## src/rtl/core/pcc_pkg.sv

```systemverilog
// shared types and constants for the point curvature classifier
`timescale 1ns / 1ps

package pcc_pkg;

    localparam int MAX_NEIGHBORS = 8;
    localparam int COORD_W       = 20;
    localparam int WIN_DEPTH     = 2 * MAX_NEIGHBORS + 1;
    localparam int IDX_W         = $clog2(WIN_DEPTH);
    localparam int K_W           = 4;
    localparam int SEEN_W        = $clog2(2 * MAX_NEIGHBORS + 1);
    localparam int LIM_W         = 40;
    localparam int HALF_W        = LIM_W / 2;
    localparam int K2_W          = 7;
    localparam int LIMS_W        = LIM_W + 6;
    localparam int SUM_W         = COORD_W + IDX_W;
    localparam int DIFF_W        = SUM_W + 1;
    localparam int MUL_W         = DIFF_W + 1;
    localparam int PROD_W        = 2 * MUL_W;
    localparam int DIST_W        = PROD_W;
    localparam int TDATA_W       = 64;
    localparam int CFG_IDX_W     = 2;

    typedef struct packed {
        logic signed [COORD_W-1:0] z;
        logic signed [COORD_W-1:0] y;
        logic signed [COORD_W-1:0] x;
    } point_t;

    typedef struct packed {
        logic             shift;
        logic [IDX_W-1:0] rd_idx;
    } win_ctl_t;

    typedef enum logic [1:0] {
        CLS_EDGE    = 2'd0,
        CLS_FLAT    = 2'd1,
        CLS_NEITHER = 2'd2
    } class_t;

    typedef enum logic [1:0] {
        ST_IDLE,
        ST_SUM,
        ST_CALC,
        ST_EMIT
    } state_t;

    typedef enum logic [CFG_IDX_W-1:0] {
        REG_NEIGHBOR_COUNT = 2'd0,
        REG_EDGE_LIMIT     = 2'd1,
        REG_FLAT_LIMIT     = 2'd2
    } cfg_reg_t;

    // step of the shared multiplier sequence: group selects axis or limit
    typedef enum logic [1:0] {
        PH_MUL_A = 2'd0,
        PH_LATCH = 2'd1,
        PH_MUL_B = 2'd2,
        PH_ACC   = 2'd3
    } phase_t;

    typedef enum logic [2:0] {
        GRP_X    = 3'd0,
        GRP_Y    = 3'd1,
        GRP_Z    = 3'd2,
        GRP_EDGE = 3'd3,
        GRP_FLAT = 3'd4
    } group_t;

endpackage

```

## src/rtl/core/pcc_window.sv

```systemverilog
// point window shift register with a single read tap
`timescale 1ns / 1ps

module pcc_window import pcc_pkg::*; (
    input  logic     aclk,
    input  win_ctl_t win_ctl,
    input  point_t   wr_pt,
    output point_t   rd_pt
);

    point_t win_reg [WIN_DEPTH];

    always_ff @(posedge aclk) begin
        if (win_ctl.shift) begin
            win_reg[0] <= wr_pt;
            for (int i = 1; i < WIN_DEPTH; i++) begin
                win_reg[i] <= win_reg[i-1];
            end
        end
    end

    assign rd_pt = win_reg[win_ctl.rd_idx];

endmodule

```

## src/rtl/core/point_curvature_classifier.sv

```systemverilog
// point curvature classifier top level: sequencer, shared multiplier, output register
`timescale 1ns / 1ps

// channel  | dir | handshake          | payload
// s_       | in  | s_tvalid/s_tready  | s_tdata {z,y,x}, s_tlast scan end
// m_       | out | m_tvalid/m_tready  | m_tdata {z,y,x}, m_tuser class, m_tlast final of scan
// cfg_     | in  | cfg_valid/cfg_ready| cfg_index register, cfg_data value
//
// sequence: with K > 0 a point is accepted, the window is summed through its single read
// tap, then the shared 27x27 multiplier works through 3 axes and 2 limit scalings, 4 steps
// each, then results leave one per cycle while m_tready does not hold the output register;
// with K = 0 the accepted point goes straight to emit
// reset: synchronous on aresetn low, clears the sequencer, scan count, output valid
// and loads the register defaults; window contents are undefined until written
// stalls: m_tready low holds the result register; s_tready is high only when idle

module point_curvature_classifier import pcc_pkg::*; (
    input  logic                 aclk,
    input  logic                 aresetn,
    // input points
    input  logic                 s_tvalid,
    output logic                 s_tready,
    input  logic [TDATA_W-1:0]   s_tdata,   // [19:0] pos_x, [39:20] pos_y, [59:40] pos_z
    input  logic                 s_tlast,   // scan_end
    // classified points
    output logic                 m_tvalid,
    input  logic                 m_tready,
    output logic [TDATA_W-1:0]   m_tdata,   // [19:0] out_x, [39:20] out_y, [59:40] out_z
    output logic [1:0]           m_tuser,   // [1:0] point_class
    output logic                 m_tlast,   // final_of_scan
    // register writes
    input  logic                 cfg_valid,
    output logic                 cfg_ready,
    input  logic [CFG_IDX_W-1:0] cfg_index,
    input  logic [LIM_W-1:0]     cfg_data
);

    // config registers
    logic [K_W-1:0]   nc_reg;
    logic [LIM_W-1:0] edge_lim_reg;
    logic [LIM_W-1:0] flat_lim_reg;

    // sequencer
    state_t state_reg, state_next;
    group_t grp_reg;
    phase_t ph_reg;
    logic [IDX_W-1:0]  idx_reg;
    logic [SEEN_W-1:0] seen_reg;
    logic [SEEN_W-1:0] n_reg;
    logic [K_W-1:0]    k_reg;
    logic [K2_W-1:0]   k2_reg;
    logic              last_reg;
    logic              main_pend_reg;
    logic              fl_pend_reg;
    logic [K_W-1:0]    j_reg;

    // datapath
    logic signed [SUM_W-1:0]  sum_x_reg, sum_y_reg, sum_z_reg;
    logic signed [PROD_W-1:0] prod_reg;
    logic [DIFF_W-1:0]        dabs_reg;
    logic [DIST_W-1:0]        dist_reg;
    logic [LIMS_W-1:0]        lim_e_reg, lim_f_reg;

    // output register
    logic   m_valid_reg;
    point_t m_pt_reg;
    class_t m_cls_reg;
    logic   m_last_reg;

    // comb
    logic                     s_acc;
    logic                     out_load;
    win_ctl_t                 win_ctl;
    point_t                   rd_pt;
    logic [K_W-1:0]           k_sat;
    logic [K_W-1:0]           top_j;
    logic signed [COORD_W-1:0] c_axis;
    logic signed [SUM_W-1:0]  s_axis;
    logic [LIM_W-1:0]         lim_src;
    logic signed [MUL_W-1:0]  mul_a, mul_b;
    logic signed [PROD_W-1:0] mul_p;
    logic signed [DIFF_W-1:0] diff;
    logic [DIFF_W-1:0]        diff_abs;
    logic                     is_axis;
    logic                     do_dist;
    class_t                   cls_main;
    class_t                   cls_flush;

    function automatic class_t class_of(input logic [DIST_W-1:0] score,
                                        input logic [LIMS_W-1:0] le,
                                        input logic [LIMS_W-1:0] lf);
        class_t c;
        if (score >= DIST_W'({le, 2'b00})) begin
            c = CLS_EDGE;
        end else if (score <= DIST_W'({lf, 2'b00})) begin
            c = CLS_FLAT;
        end else begin
            c = CLS_NEITHER;
        end
        return c;
    endfunction

    pcc_window u_window (
        .aclk    (aclk),
        .win_ctl (win_ctl),
        .wr_pt   (point_t'(s_tdata[3*COORD_W-1:0])),
        .rd_pt   (rd_pt)
    );

    assign cfg_ready = 1'b1;
    assign s_acc     = s_tvalid & s_tready;

    // neighbor count above MAX_NEIGHBORS saturates
    assign k_sat = (nc_reg > K_W'(MAX_NEIGHBORS)) ? K_W'(MAX_NEIGHBORS) : nc_reg;
    assign top_j = (seen_reg < SEEN_W'(k_sat - 1'b1)) ? K_W'(seen_reg) : K_W'(k_sat - 1'b1);

    // axis / limit operand selection
    assign is_axis = (grp_reg == GRP_X) || (grp_reg == GRP_Y) || (grp_reg == GRP_Z);

    always_comb begin
        case (grp_reg)
            GRP_Y: begin
                c_axis = rd_pt.y;
                s_axis = sum_y_reg;
            end
            GRP_Z: begin
                c_axis = rd_pt.z;
                s_axis = sum_z_reg;
            end
            default: begin
                c_axis = rd_pt.x;
                s_axis = sum_x_reg;
            end
        endcase
        lim_src = (grp_reg == GRP_FLAT) ? flat_lim_reg : edge_lim_reg;
    end

    always_comb begin
        mul_a = '0;
        mul_b = '0;
        case (ph_reg)
            PH_MUL_A: begin
                if (is_axis) begin
                    // (2K+1) * center, the center is also inside the window sum
                    mul_a = MUL_W'(c_axis);
                    mul_b = MUL_W'({k_reg, 1'b1});
                end else begin
                    mul_a = MUL_W'(lim_src[HALF_W-1:0]);
                    mul_b = MUL_W'(k2_reg);
                end
            end
            PH_MUL_B: begin
                if (is_axis) begin
                    mul_a = MUL_W'(dabs_reg);
                    mul_b = MUL_W'(dabs_reg);
                end else begin
                    mul_a = MUL_W'(lim_src[LIM_W-1:HALF_W]);
                    mul_b = MUL_W'(k2_reg);
                end
            end
            default: begin
                mul_a = '0;
                mul_b = '0;
            end
        endcase
    end

    assign mul_p    = mul_a * mul_b;
    assign diff     = DIFF_W'(s_axis) - signed'(prod_reg[DIFF_W-1:0]);
    assign diff_abs = diff[DIFF_W-1] ? DIFF_W'(-diff) : DIFF_W'(diff);

    // score only counts with a full window on both sides
    assign do_dist   = n_reg >= SEEN_W'({k_reg, 1'b0});
    assign cls_flush = class_of('0, lim_e_reg, lim_f_reg);
    assign cls_main  = (k_reg == '0) ? CLS_NEITHER
                     : class_of(do_dist ? dist_reg : '0, lim_e_reg, lim_f_reg);

    // next state
    always_comb begin
        state_next = state_reg;
        unique case (state_reg)
            ST_IDLE: begin
                if (s_acc) begin
                    state_next = (k_sat == '0) ? ST_EMIT : ST_SUM;
                end
            end
            ST_SUM: begin
                if (idx_reg == IDX_W'({k_reg, 1'b0})) begin
                    state_next = ST_CALC;
                end
            end
            ST_CALC: begin
                if (grp_reg == GRP_FLAT && ph_reg == PH_ACC) begin
                    state_next = ST_EMIT;
                end
            end
            ST_EMIT: begin
                if (!main_pend_reg && !fl_pend_reg) begin
                    state_next = ST_IDLE;
                end
            end
            default: state_next = ST_IDLE;
        endcase
    end

    // sequencer outputs
    always_comb begin
        s_tready       = 1'b0;
        out_load       = 1'b0;
        win_ctl.shift  = s_acc;
        win_ctl.rd_idx = '0;
        unique case (state_reg)
            ST_IDLE: begin
                s_tready = 1'b1;
            end
            ST_SUM: begin
                win_ctl.rd_idx = idx_reg;
            end
            ST_CALC: begin
                win_ctl.rd_idx = IDX_W'(k_reg);
            end
            ST_EMIT: begin
                win_ctl.rd_idx = main_pend_reg ? IDX_W'(k_reg) : IDX_W'(j_reg);
                out_load = (main_pend_reg || fl_pend_reg) && (!m_valid_reg || m_tready);
            end
            default: begin
                s_tready = 1'b0;
            end
        endcase
    end

    // control registers
    always_ff @(posedge aclk) begin
        if (!aresetn) begin
            state_reg     <= ST_IDLE;
            seen_reg      <= '0;
            main_pend_reg <= 1'b0;
            fl_pend_reg   <= 1'b0;
            m_valid_reg   <= 1'b0;
            nc_reg        <= K_W'(5);
            edge_lim_reg  <= LIM_W'(52429);
            flat_lim_reg  <= LIM_W'(5243);
        end else begin
            state_reg <= state_next;

            if (cfg_valid && cfg_ready) begin
                case (cfg_index)
                    REG_NEIGHBOR_COUNT: nc_reg       <= cfg_data[K_W-1:0];
                    REG_EDGE_LIMIT:     edge_lim_reg <= cfg_data;
                    REG_FLAT_LIMIT:     flat_lim_reg <= cfg_data;
                    default:            ;
                endcase
            end

            if (s_acc) begin
                // K = 0 gives one pass-through result, otherwise the center at lag K
                main_pend_reg <= (k_sat == '0) || (seen_reg >= SEEN_W'(k_sat));
                fl_pend_reg   <= s_tlast && (k_sat != '0);
                if (s_tlast) begin
                    seen_reg <= '0;
                end else if (seen_reg < SEEN_W'(2 * MAX_NEIGHBORS)) begin
                    seen_reg <= seen_reg + 1'b1;
                end
            end

            if (out_load) begin
                m_valid_reg <= 1'b1;
                if (main_pend_reg) begin
                    main_pend_reg <= 1'b0;
                end else if (j_reg == '0) begin
                    fl_pend_reg <= 1'b0;
                end
            end else if (m_tready) begin
                m_valid_reg <= 1'b0;
            end
        end
    end

    // datapath registers
    always_ff @(posedge aclk) begin
        if (s_acc) begin
            k_reg     <= k_sat;
            k2_reg    <= K2_W'(k_sat * k_sat);
            n_reg     <= seen_reg;
            last_reg  <= s_tlast;
            j_reg     <= top_j;
            idx_reg   <= '0;
            sum_x_reg <= '0;
            sum_y_reg <= '0;
            sum_z_reg <= '0;
            dist_reg  <= '0;
            grp_reg   <= GRP_X;
            ph_reg    <= PH_MUL_A;
        end

        if (state_reg == ST_SUM) begin
            sum_x_reg <= sum_x_reg + SUM_W'(rd_pt.x);
            sum_y_reg <= sum_y_reg + SUM_W'(rd_pt.y);
            sum_z_reg <= sum_z_reg + SUM_W'(rd_pt.z);
            idx_reg   <= idx_reg + 1'b1;
        end

        if (state_reg == ST_CALC) begin
            case (ph_reg)
                PH_MUL_A, PH_MUL_B: begin
                    prod_reg <= mul_p;
                end
                PH_LATCH: begin
                    if (is_axis) begin
                        dabs_reg <= diff_abs;
                    end else if (grp_reg == GRP_EDGE) begin
                        lim_e_reg <= LIMS_W'(prod_reg[LIMS_W-1:0]);
                    end else begin
                        lim_f_reg <= LIMS_W'(prod_reg[LIMS_W-1:0]);
                    end
                end
                default: begin
                    if (is_axis) begin
                        dist_reg <= dist_reg + DIST_W'(unsigned'(prod_reg));
                    end else if (grp_reg == GRP_EDGE) begin
                        lim_e_reg <= lim_e_reg + {prod_reg[LIMS_W-HALF_W-1:0], HALF_W'(0)};
                    end else begin
                        lim_f_reg <= lim_f_reg + {prod_reg[LIMS_W-HALF_W-1:0], HALF_W'(0)};
                    end
                end
            endcase
            ph_reg <= phase_t'(ph_reg + 1'b1);
            if (ph_reg == PH_ACC) begin
                grp_reg <= group_t'(grp_reg + 1'b1);
            end
        end

        if (out_load) begin
            m_pt_reg <= rd_pt;
            if (main_pend_reg) begin
                m_cls_reg  <= cls_main;
                m_last_reg <= (k_reg == '0) && last_reg;
            end else begin
                m_cls_reg  <= cls_flush;
                m_last_reg <= (j_reg == '0);
                if (j_reg != '0) begin
                    j_reg <= j_reg - 1'b1;
                end
            end
        end
    end

    assign m_tvalid = m_valid_reg;
    assign m_tdata  = TDATA_W'(m_pt_reg);
    assign m_tuser  = m_cls_reg;
    assign m_tlast  = m_last_reg;

endmodule

```

## config.mk

```make
export PLATFORM = sky130hd
export DESIGN_NAME = point_curvature_classifier
export DESIGN_NICKNAME = d
export VERILOG_FILES = /design/src/rtl/core/pcc_pkg.sv /design/src/rtl/core/pcc_window.sv /design/src/rtl/core/point_curvature_classifier.sv
export SDC_FILE = /design/constraint.sdc
export NUM_CORES = 2
export LEC_CHECK = 0
export BUFFER_PORTS_ARGS = -buffer_cell sky130_fd_sc_hd__clkbuf_2
export CORE_AREA = 2 2 472 592
export DETAILED_ROUTE_END_ITERATION = 8
export DIE_AREA = 0 0 474 594
export MAX_ROUTING_LAYER = met4
export PLACE_DENSITY = 0.49
export SYNTH_ARGS = -nofsm -noshare
export SYNTH_HDL_FRONTEND = slang
export SYNTH_HIERARCHICAL = 1
export SYNTH_SLANG_ARGS = --single-unit
```

## constraint.sdc

```tcl
create_clock -name aclk -period 33.6 [get_ports aclk]
set_clock_uncertainty 0.05 [all_clocks]
set_input_delay 1.68 -clock aclk [delete_from_list [all_inputs] [get_ports aclk]]
set_output_delay 1.68 -clock aclk [all_outputs]
set_load 0.005 [all_outputs]
```

# After elaboration in Yosys (flattened, before gate mapping)
# Memories as Yosys holds them, arrays and structs flattened.
# Index checks and enable logic that the tools add are counted.
[op_classes]
order_cmp = 8
mux = 71
eq_ne = 17
bitwise = 4
div_mod_pow = 0
reduce_logical = 37
multipliers = 2
n_addsub = 15
shifts = 0
[ops]
columns = ["operator", "n"]
rows = [
  ["$mux W46", 8],
  ["$mux W54", 5],
  ["$pmux W46 S2", 2],
  ["$mux W25", 5],
  ["$add A46 B46 Y46", 2],
  ["$add A25 B20 Y25", 3],
  ["$add A54 B54 Y54", 1],
  ["$ge A54 B48 Y1", 1],
  ["$le A54 B48 Y1", 1],
  ["$mul A27 B27 Y54", 1],
  ["$pmux W27 S2", 1],
  ["$mux W26", 2],
  ["$pmux W26 S2", 1],
  ["$pmux W25 S2", 1],
  ["$ge A1 B48 Y1 const A", 1],
  ["$mux W40", 1],
  ["$pmux W20 S2", 1],
  ["$mux W4", 7],
  ["$mux W27", 1],
  ["$neg A26 Y26", 1],
  ["$sub A25 B26 Y26", 1],
  ["$mux W2", 11],
  ["$mux W5", 4],
  ["$mux W1", 15],
  ["37 further kinds", 77],
]
[totals]
mem_bits_ro = 0
memories = 1
latchBits = 0
elab_cells = 185
ram_bits = 1020
inputBits = 112
out_inout_bits = 70
regBits = 489
[memory_table]
columns = ["memory", "depth", "width", "read_ports", "rd_ports_with_merged_regs", "write_ports", "line", "rtl"]
rows = [
  ["u_window.win_reg", 17, 60, 17, 0, 17, "pcc_window.sv:11", "point_t win_reg [WIN_DEPTH];"],
]

# Depth between registers and ports, before layout
[logic_depth]
ltp_word = 9
ltp_mapped = 44
ltp_nobuf = 37

# By module
# The synthesis kept the hierarchy.
[modules_own_cells]
columns = ["module", "seq_area_each_um2", "area_each_um2", "cells_each", "n_inst"]
rows = [
  ["point_curvature_classifier", 13072.5, 57325.0, 6418, 1],
  ["pcc_window", 30629.4, 38889.8, 1598, 1],
]

# Worst setup path after synthesis
# No wires, ideal clock.
[synth_path]
path_type = "input to register"
start = "input port s_tvalid"
end = "register k2_reg[2] (enable)"
required_ns = 25.588
path_stages = 2
setup_time_ns = 7.962
slack_ns = 5.034
path_buffers = 0
arrival_time_ns = 20.555
cell_sequence = "nand2_1 > clkinv_1"
[synth_via]
elab_chain_len = 1
[synth_lines]
columns = ["item", "line", "rtl"]
rows = [
  ["start, declared", "point_curvature_classifier.sv:21", "input logic s_tvalid,"],
  ["$and A1 B1 Y1", "point_curvature_classifier.sv:111", "assign s_acc = s_tvalid & s_tready;"],
  ["net s_acc", "point_curvature_classifier.sv:71", "logic s_acc;"],
  ["end signal, assigned", "point_curvature_classifier.sv:283", "k2_reg <= K2_W'(k_sat * k_sat);"],
  ["end, declared", "point_curvature_classifier.sv:51", "logic [K2_W-1:0] k2_reg;"],
]
# The timed path passes the listed nets, and every way through them passes these cells.
# A chain may end at the register's enable or synchronous reset.

==> metrics.cfg <==
[cts]
cts_htree_levels = 4
numCtsBuffers = 163
clockBufferDepth = 4
clock_latency_ps = 840
cts-hold-fix-buffers = 0
cts_tree = built
clockRootBuffer = clkbuf_16
path_clk_slew_ps = 60
post_cts_buffers = 0
cts.sinks = 1507
cts_resized = 0

[timing]
final-hold-violation-count = 0
max_slew.worst_pin.slew_ps = 1200
rsz0062_at_grt = no
finalCritPeriodShare_pct = 47.8
finalSetupViolations = 0
finalCriticalPeriod_ps = 16050
max-slew-margin-rel_pct = 19.8
slew_violations = 0
whs_ps = 350
fmax_mhz = 62.3
tns_ps = 0

[yosys]
ys.warnings.count = 6
synth_common_cells = edfxtp_1, inv_1, nand2_1
avgSynthCellArea_um2 = 12.0
synthFlopType = edfxtp_1
ys_types = 95
yosys-top-cells-area = edfxtp_1, fa_1, ha_1, mux4_2, inv_1
yosysMostFrequentCell = edfxtp_1
yosys.area.top_type_share_pct = 42.2
ys_seq_elements = 1507
synth_edf_count = 1352
syn-cell-area_um2 = 96200
synth-seq-area-share_pct = 45.4
ys_async_sr_fraction_pct = 0
yosysTopAreaCell = edfxtp_1
syn_inst = 8016

[finish]
synthToLayoutAreaGrowth_pct = 11.2
final_cell_count_no_fill = 12033
largest_reg_flops = 1020
drive_above_1_share_pct = 10.9
nNetsFinal = 9545

[drt]
ant_nets = 0
wl_per_cell_um = 23.5
viasPerCell = 5.24
first_pass_iters = 5
routed_wl_um = 283000
vias = 63005
drt_iter0_markers = 4899
post-route-drc-count = 0

[floorplan]
die_x_um = 474
rows = 216
coreArea_um2 = 276000
num_io_pins = 182
fp.dieH_um = 594
die_area_um2 = 282000
initial_core_util_pct = 34.9

[critical_path]
reg2regPathDepth = 40
max_stage_delay_ps = 890
worst_setup_path_start_kind = flop
endpoint_kind = flop
critPathRequiredTime_ps = 34020
critPathMostFrequentCell = fa_1
crit_slowest_cell = nor2_2
worstSetupPathType = reg2reg
crit_fanout = 48
cp.arrival_ps = 16460

[global_route]
grt_pass1_vias = 64745
grt_pass1_wl_um = 419000
gr-usage-all-layers_pct = 20.4
grt_overflow = 0
grt_max_degree = 207
antenna_found_initial = 9

[job]
maxCapViolCount = 0

[min_path]
min_path_type = reg2reg
whs_path_depth = 0

[placement]
placed_cells = 11750
gp_congestion = 0.920
portBuffers = 172
hpwl_um = 204000

[run_status]
status = finished clean

-- cell families (layout without fill, tap and decap cells) --
kind of cell,count (synthesis),count (layout),synth area share [%]
buffers and inverters,1454,1759,6.04
xor gates and xnor gates,251,251,2.28
DFF,1507,1507,45.4
adders and majority gates,1224,1224,21.7
other,2,8,0.00781
muxes,332,332,6.75
AOI/OAI and AO/OA,1231,1231,8.62
and+or+nand+nor,2015,2015,9.18
-- final cells by class --
class	count	area, um^2
Antenna cell	1	2.50
Timing Repair Buffer	367	2400
Multi-Input combinational cell	5060	46900
Fill cell	26310	169000
Inverter	1110	4180
Clock inverter	75	692
Sequential cell	1507	43700
Clock buffer	207	4400
Tap cell	3706	4640
-- path summary, 6_finish.rpt --
kind,startpoint,to,slack [ps]
worst max-delay path,state_reg[1]$_SDFFE_PN0P_,prod_reg[53]$_DFFE_PP_,17550
worst min register to register,u_window/win_reg[14][8]$_DFFE_PP_,u_window/win_reg[15][8]$_DFFE_PP_,350
worst min-delay path,u_window/win_reg[14][8]$_DFFE_PP_,u_window/win_reg[15][8]$_DFFE_PP_,350
worst max register to register,state_reg[1]$_SDFFE_PN0P_,prod_reg[53]$_DFFE_PP_,17550
-- per-stage QoR --
| stage | instance area (um^2) | util, % | setup slack, ps |
|---|---|---|---|
| 2_1_floorplan | 96200 | - | 5030 |
| 3_3_place_gp | 102000 | 36.9 | 17370 |
| 3_5_place_dp | 102000 | 36.9 | 17310 |
| 4_1_cts | 107000 | 38.8 | 17290 |
| 5_1_grt | 107000 | 38.8 | 16600 |
| 6_report | 107000 | 38.8 | 17550 |
-- worst max-delay path, delay by kind of cell (launching register included) --
kind	cells	cell delay [ps]
fa+ha+maj	9	4520
xor+xnor	1	160
buf+inv	12	4200
simple gates	7	2390
compound gates	9	3130
flops	1	320
mux	2	780
-- per-layer routing --
metal | vias up | global-route usage [%] | part of all wire (%)
met3 | 457 | 2.32 | 4.6
li1 | 28278 | - | -
met5 | - | - | 0
met2 | 1703 | 35.1 | 51
met1 | 32567 | 24.6 | 40
met4 | 0 | 7.24 | 4.1
-- cells in the final DEF, fill, tap and decap left out, types with 27 or more instances in the layout --
master        n
a211oi_1     40
a21o_1      131
a21oi_1     308
a221oi_2     44
a22oi_1      34
and2_1       28
and3_1       41
buf_4       189
clkbuf_1     33
clkbuf_16   167
clkbuf_2    172
clkinv_1     29
dfxtp_1     155
edfxtp_1   1352
fa_1        742
ha_1        481
inv_1      1102
mux2i_1      87
mux4_1       42
mux4_2      198
nand2_1     740
nand2b_1     61
nand3_1     169
nand4_1      39
nor2_1      671
nor2b_1      92
nor3_1       61
nor4_1       27
o211ai_1     33
o21a_1       45
o21ai_0     265
o22ai_1      65
xnor2_1     151
xor2_1      100
Power is left out: the tool's default activity adds up to more than one toggle a clock period on the data nets, which glitch-free logic cannot reach.
